<file path="src/rtl/assert_macros.svh">
// ----------------------------------------------------------------------------
// assert_macros
// concurrent assertion helpers, empty when synthesized
// ----------------------------------------------------------------------------
`ifndef ASSERT_MACROS_SVH
`define ASSERT_MACROS_SVH
`ifndef SYNTHESIS
`define TER_ASSERT(label, clk, rstn, prop) \
  label: assert property (@(posedge clk) disable iff (!(rstn)) (prop)) \
    else $error("assertion failed");
`define TER_NEVER(label, clk, rstn, expr) \
  label: assert property (@(posedge clk) disable iff (!(rstn)) !(expr)) \
    else $error("forbidden condition seen");
`else
`define TER_ASSERT(label, clk, rstn, prop)
`define TER_NEVER(label, clk, rstn, expr)
`endif
`endif

</file>
<file path="src/rtl/ter_pkg.sv">
// ----------------------------------------------------------------------------
// ter_pkg
// shared types and constants of the tucker entry residual unit
// ----------------------------------------------------------------------------
package ter_pkg;

  localparam int DefMaxOrder = 4;
  localparam int DefMaxRows  = 1024;
  localparam int DefMaxRank  = 4;
  localparam int CoreDepth   = 256;
  localparam int NumIdx      = 4;
  localparam int FaMaxW      = 23;
  localparam int QueueDepth  = 2;

  localparam logic [1:0] CFG_ORDER = 2'd0;
  localparam logic [1:0] CFG_RANK  = 2'd1;

  typedef enum logic [1:0] {
    OP_LOAD_FACTOR = 2'd0,
    OP_LOAD_CORE   = 2'd1,
    OP_QUERY       = 2'd2,
    OP_CLEAR       = 2'd3
  } op_e;

  typedef struct packed {
    op_e                         op;
    logic                        fac_ok;
    logic [FaMaxW-1:0]           fac_addr;
    logic [7:0]                  core_addr;
    logic [NumIdx-1:0][9:0]      idx;
    logic signed [31:0]          value;
  } item_t;

  typedef struct packed {
    logic [2:0] order;
    logic [2:0] rank;
  } cfg_t;

endpackage

</file>
<file path="src/rtl/ter_queue.sv">
// ----------------------------------------------------------------------------
// ter_queue
// short fifo between the front and the back
// ----------------------------------------------------------------------------
module ter_queue import ter_pkg::*; (
  input  logic  clk_i,
  input  logic  rst_ni,
  input  logic  push_i,
  input  item_t item_i,
  output logic  full_o,
  input  logic  pop_i,
  output logic  valid_o,
  output item_t item_o
);

  localparam int PW = $clog2(QueueDepth);

  item_t           mem_q [QueueDepth];
  logic [PW-1:0]   wr_q, wr_d, rd_q, rd_d;
  logic [PW:0]     cnt_q, cnt_d;

  assign full_o  = (cnt_q == (PW+1)'(QueueDepth));
  assign valid_o = (cnt_q != '0);
  assign item_o  = mem_q[rd_q];

  always_comb begin
    wr_d  = push_i ? wr_q + 1'b1 : wr_q;
    rd_d  = pop_i ? rd_q + 1'b1 : rd_q;
    cnt_d = cnt_q + (PW+1)'(push_i) - (PW+1)'(pop_i);
  end

  always_ff @(posedge clk_i or negedge rst_ni) begin
    if (!rst_ni) begin
      wr_q  <= '0;
      rd_q  <= '0;
      cnt_q <= '0;
    end else begin
      wr_q  <= wr_d;
      rd_q  <= rd_d;
      cnt_q <= cnt_d;
    end
  end

  always_ff @(posedge clk_i) begin
    if (push_i) begin
      mem_q[wr_q] <= item_i;
    end
  end

endmodule

</file>
<file path="config.mk">
export PLATFORM = sky130hd
export DESIGN_NAME = ter_queue
export DESIGN_NICKNAME = d
export VERILOG_FILES = /design/src/rtl/assert_macros.svh /design/src/rtl/ter_pkg.sv /design/src/rtl/ter_queue.sv
export SDC_FILE = /design/constraint.sdc
export NUM_CORES = 1
export LEC_CHECK = 0
export BUFFER_PORTS_ARGS = -buffer_cell sky130_fd_sc_hd__buf_2
export CORE_ASPECT_RATIO = 1.25
export CORE_MARGIN = 8
export CORE_UTILIZATION = 35
export DETAILED_ROUTE_END_ITERATION = 16
export SYNTH_ARGS = -nofsm -noshare
export SYNTH_HDL_FRONTEND = slang
export SYNTH_SLANG_ARGS = --single-unit
</file>
<file path="constraint.sdc">
create_clock -name clk_i -period 14.4 [get_ports clk_i]
set_input_delay 2.16 -clock clk_i [delete_from_list [all_inputs] [get_ports clk_i]]
set_output_delay 2.16 -clock clk_i [all_outputs]
set_load 0.01 [all_outputs]
</file>
Yosys cells after proc, flatten, opt, wreduce, memory -nomap -nowiden --
Memories as Yosys holds them, arrays and structs flattened. Cells that the tools add are included.
Operators by class: muxes and demuxes 2, $add $sub $neg 4, equality and inequality tests 1, reduce and logical (&&, ||, !) cells 1
Operators with widths (number):
- $add 1x1->1 const B | 2
- $add 2x1->2 | 1
- $eq 2x2->1 const B | 1
- $mux 1 | 2
- $reduce_bool 2->1 | 1
- $sub 2x1->2 | 1
Word-level totals: register bits after elaboration 4, memories 1, memory bits (writable) 212
Memory list:
- mem_q | depth 2, bits a word 106, read ports 1, clocked after Yosys merged registers in 0, wr ports 1, RTL line ter_queue.sv:18 | item_t mem_q [QueueDepth];

Longest topological paths before layout --
word-level depth 2, gate-level depth with buffers 5, mapped depth without buffers 5

Worst setup path before layout --
Ideal clock, no wire load.
kind in2reg, start point input push_i, end point memory mem_q[0][0] (netlist name) (enable), data arrival time 6.768 ns, setup slack 7.047 ns, library setup time 0.585 ns, stages on the path 1, buffers on the path 0, cells stage by stage nor2b_1
On the way: word-level cells in the longest chain between the ends 2
Ends and longest elaborated chain:
- start, declared | RTL line ter_queue.sv:8 | input logic push_i,
- $mux 1 | RTL line ter_queue.sv:45 | if (push_i) begin
- $mux 1 (implied by the code) | RTL line ter_queue.sv:46 | mem_q[wr_q] <= item_i;
- end, declared | RTL line ter_queue.sv:18
No other way between the ends.

==> key figures <==
Routing
  • Vias per cell: approximately 4.5
  • ANT nets after route: 0
  • WL/cell: between 15 and 20 µm
  • Final WL: 16.0 mm
  • Drt drc: 0
  • Initial drt markers: 120
  • Pre-antenna DRT Iters: 5
  • Vias: just under 4000

Timing
  • Max frequency: 0.201 GHz
  • RSZ-0062 raised after global routing: no
  • Crit path time final: ~5000 ps
  • Final Hold Viols: 0
  • Layout Skew: a little over 10 ps
  • Total Neg Setup Slack: 0 ps
  • Relative slew margins: about a third
  • Slew Viols, Final: 0
  • Period Utilization, post-route: around a third
  • Setup violators final: 0
  • Slew @ Worst Pin: 1020 ps

Setup path
  • R2R depth: 2
  • CP required: between 10000 and 15000 ps
  • Critical Path Start Type: flop
  • Crit Path Class: flop to output port
  • Reg2reg start: wr_q$_DFFE_PN0P_
  • Critical Path Sink Type: output port
  • Crit Path Max Fanout: 70
  • WP data arrival: about 2800 ps
  • Capture point of the worst reg-to-reg path: mem_q[1][105]$_DFFE_PP_
  • Setup slack, reg-to-reg: 12170 ps
  • Worst Setup SP: rd_q$_DFFE_PN0P_

Yosys
  • Netlist Area Pre-Place: 0.00796 mm²
  • Part of the Yosys area used for sequential elements: between 80% and 90%
  • Cell variety after synth: 13
  • Post-synth top area share: 79.9%
  • Syn. warnings: 0
  • Syn Nets: between 400 and 500
  • Avg Inst Size Synth: about 23 µm²
  • Cell taking the most area after synthesis: edfxtp_1
  • Post-Syn Instances: ~350
  • Seq cells post-synth: around 220
  • Largest cells by area after synthesis: edfxtp_1 (80%), mux2_2 (11%), mux2_4 (5.7%), dfrtp_1 (1.3%), buf_6 (0.71%)

Global routing
  • Tot GR Track Use: 11.1%
  • First-pass GRT wire length: about 24 mm
  • Vias in the first global route: about 4500
  • GRT overflow: 0
  • Initial antenna violation count: 3
  • Largest net degree at the start of global routing: 71

Clocking
  • CTS resizes: 0
  • Clock root cell: clkbuf_16
  • CTS Buffer Depth: 3
  • CTS H-tree lvls: 1
  • CTS tree: yes
  • Clock Pin Slew Worst Setup and Hold Paths: ~60 ps
  • # Post-CTS Setup Buffers: 0
  • CTS buffer count: 22
  • # hold bufs at CTS: 0
  • Worst-Skew Late Latency: 490 ps
  • Clk sink count: about 220

Min path
  • Min-delay src: wr_q$_DFFE_PN0P_
  • Hold path endpoint: wr_q$_DFFE_PN0P_
  • Hold-critical path depth: 1
  • HP Class: flop to flop

Power
  • Leakage: between 3 and 4 nW
  • Sw Share: 27.3%
  • Internal power: 1.45 mW
  • Combinational power share: 27.3%
  • P_sw: 0.541 mW
  • Maximum resistive drop on vdd: roughly 0.15 mV
  • Clock share of power: between 20 and 30%
  • Reg power frac: about 45%
  • Pwr per Cell Area: 197 mW/mm²

Place
  • Dpl hpwl: approximately 11 mm
  • PortBufs: 217
  • GPL Wtd Cong: between 0.7 and 0.8

Cells and area
  • Final core utilization: 45.2%
  • Fraction of final layout cells sized beyond drive strength 1: between 60 and 70%
  • Syn-to-layout area delta: 26.6%
  • Final Net Count: slightly below 700

Floorplanning
  • Starting density of the core: 35.7%
  • Die area: approximately 0.028 mm²
  • I/O pins: 218
  • Die H: between 150 and 200 µm
  • Core Box Area: around 0.022 mm²
  • Cell Rows: slightly above 60
  • Chip width: between 150 and 200 µm

Run status
  • Status: finished, final reports clean

Job
  • Maxcap violations: 0
## sequential cells by signal, indices dropped and copies added, names as in the netlist
| signal | count |
|---|---|
| mem_q | 212 |
| cnt_q | 2 |
| rd_q | 1 |
| wr_q | 1 |
## cell usage after synthesis (all sizes together)
master and number:
or2 1, dfrtp 4, xor3 1, buf 12
inv 2, and2 1, edfxtp 212, xor2 2
mux2 106, ha 2, nor2b 2
## power by group through the flow
stage	Combinational, mW	Clock, mW	Sequential [mW]
2_1_floorplan	0.385	0	0.883
3_3_place_gp	0.556	0	0.896
3_5_place_dp	0.562	0	0.904
4_1_cts	0.564	0.575	0.891
5_1_grt	0.590	0.599	0.901
6_report	0.543	0.556	0.887
## per-layer routing
layer	track usage [%]	wire length, µm	vias to the layer above
li1	-	-	1837
met5	0	23	-
met2	20.1	8420	141
met1	11.4	5680	1938
met4	3.13	264	4
met3	4.47	1590	28
## worst max path at each step
stage                                  to  slack, ps  cells past startpoint
finish                        item_o[102]       9430                      3
global route                  item_o[102]       9240                      3
CTS                            item_o[37]       9340                      3
detailed placement             item_o[37]       9880                      3
global placement               item_o[37]       9910                      3
floorplan           mem_q[0][0]$_DFFE_PP_       7050                      1
## worst max-delay path, cell delays in order (launching register included)
cell	delay, ps
dfrtp_4	800
buf_4	840
mux2_2	430
buf_2	140
## logic make-up (layout without fill, tap and decap cells)
group	after synthesis	count (layout)	share of synthesized area, %
xor+xnor	3	3	0.519
fa+ha+maj	2	2	0.314
buf+inv	14	261	1.24
flops	216	216	81.2
mux	106	106	16.4
other cells	0	1	0
simple gates	4	4	0.314
## layout by cell type, fill, tap and decap left out
cell	count
mux2_2	76
bufinv_16	2
mux2_4	30
dfrtp_1	3
clkinv_1	1
clkbuf_16	23
clkinv_2	4
xor3_1	1
edfxtp_1	212
inv_1	2
ha_1	2
clkbuf_8	3
xor2_1	2
and2_4	1
buf_2	217
nor2b_4	1
dfrtp_4	1
clkbuf_1	5
buf_4	4
diode_2	1
nor2b_1	1
or2_2	1
## through the flow
step	power, mW	instance area [µm²]	worst slack, ps	hold slack [ps]	std cells
2_1_floorplan	1.27	7960	7050	455	345
3_3_place_gp	1.45	9360	9910	530	837
3_5_place_dp	1.47	9360	9880	538	837
4_1_cts	2.03	10100	9340	551	875
5_1_grt	2.09	10100	9240	588	875
6_report	1.99	10100	9430	546	876
## cell type report
cell class,count,area [µm²]
Timing Repair Buffer,221,1120
Antenna cell,1,2.50
Inverter,2,7.51
Sequential cell,216,6470
Clock inverter,7,83.8
Multi-Input combinational cell,115,1410
Clock buffer,31,636
Tap cell,283,354
Fill cell,1945,12200
No activity file was read; power rests on OpenSTA's default activity.
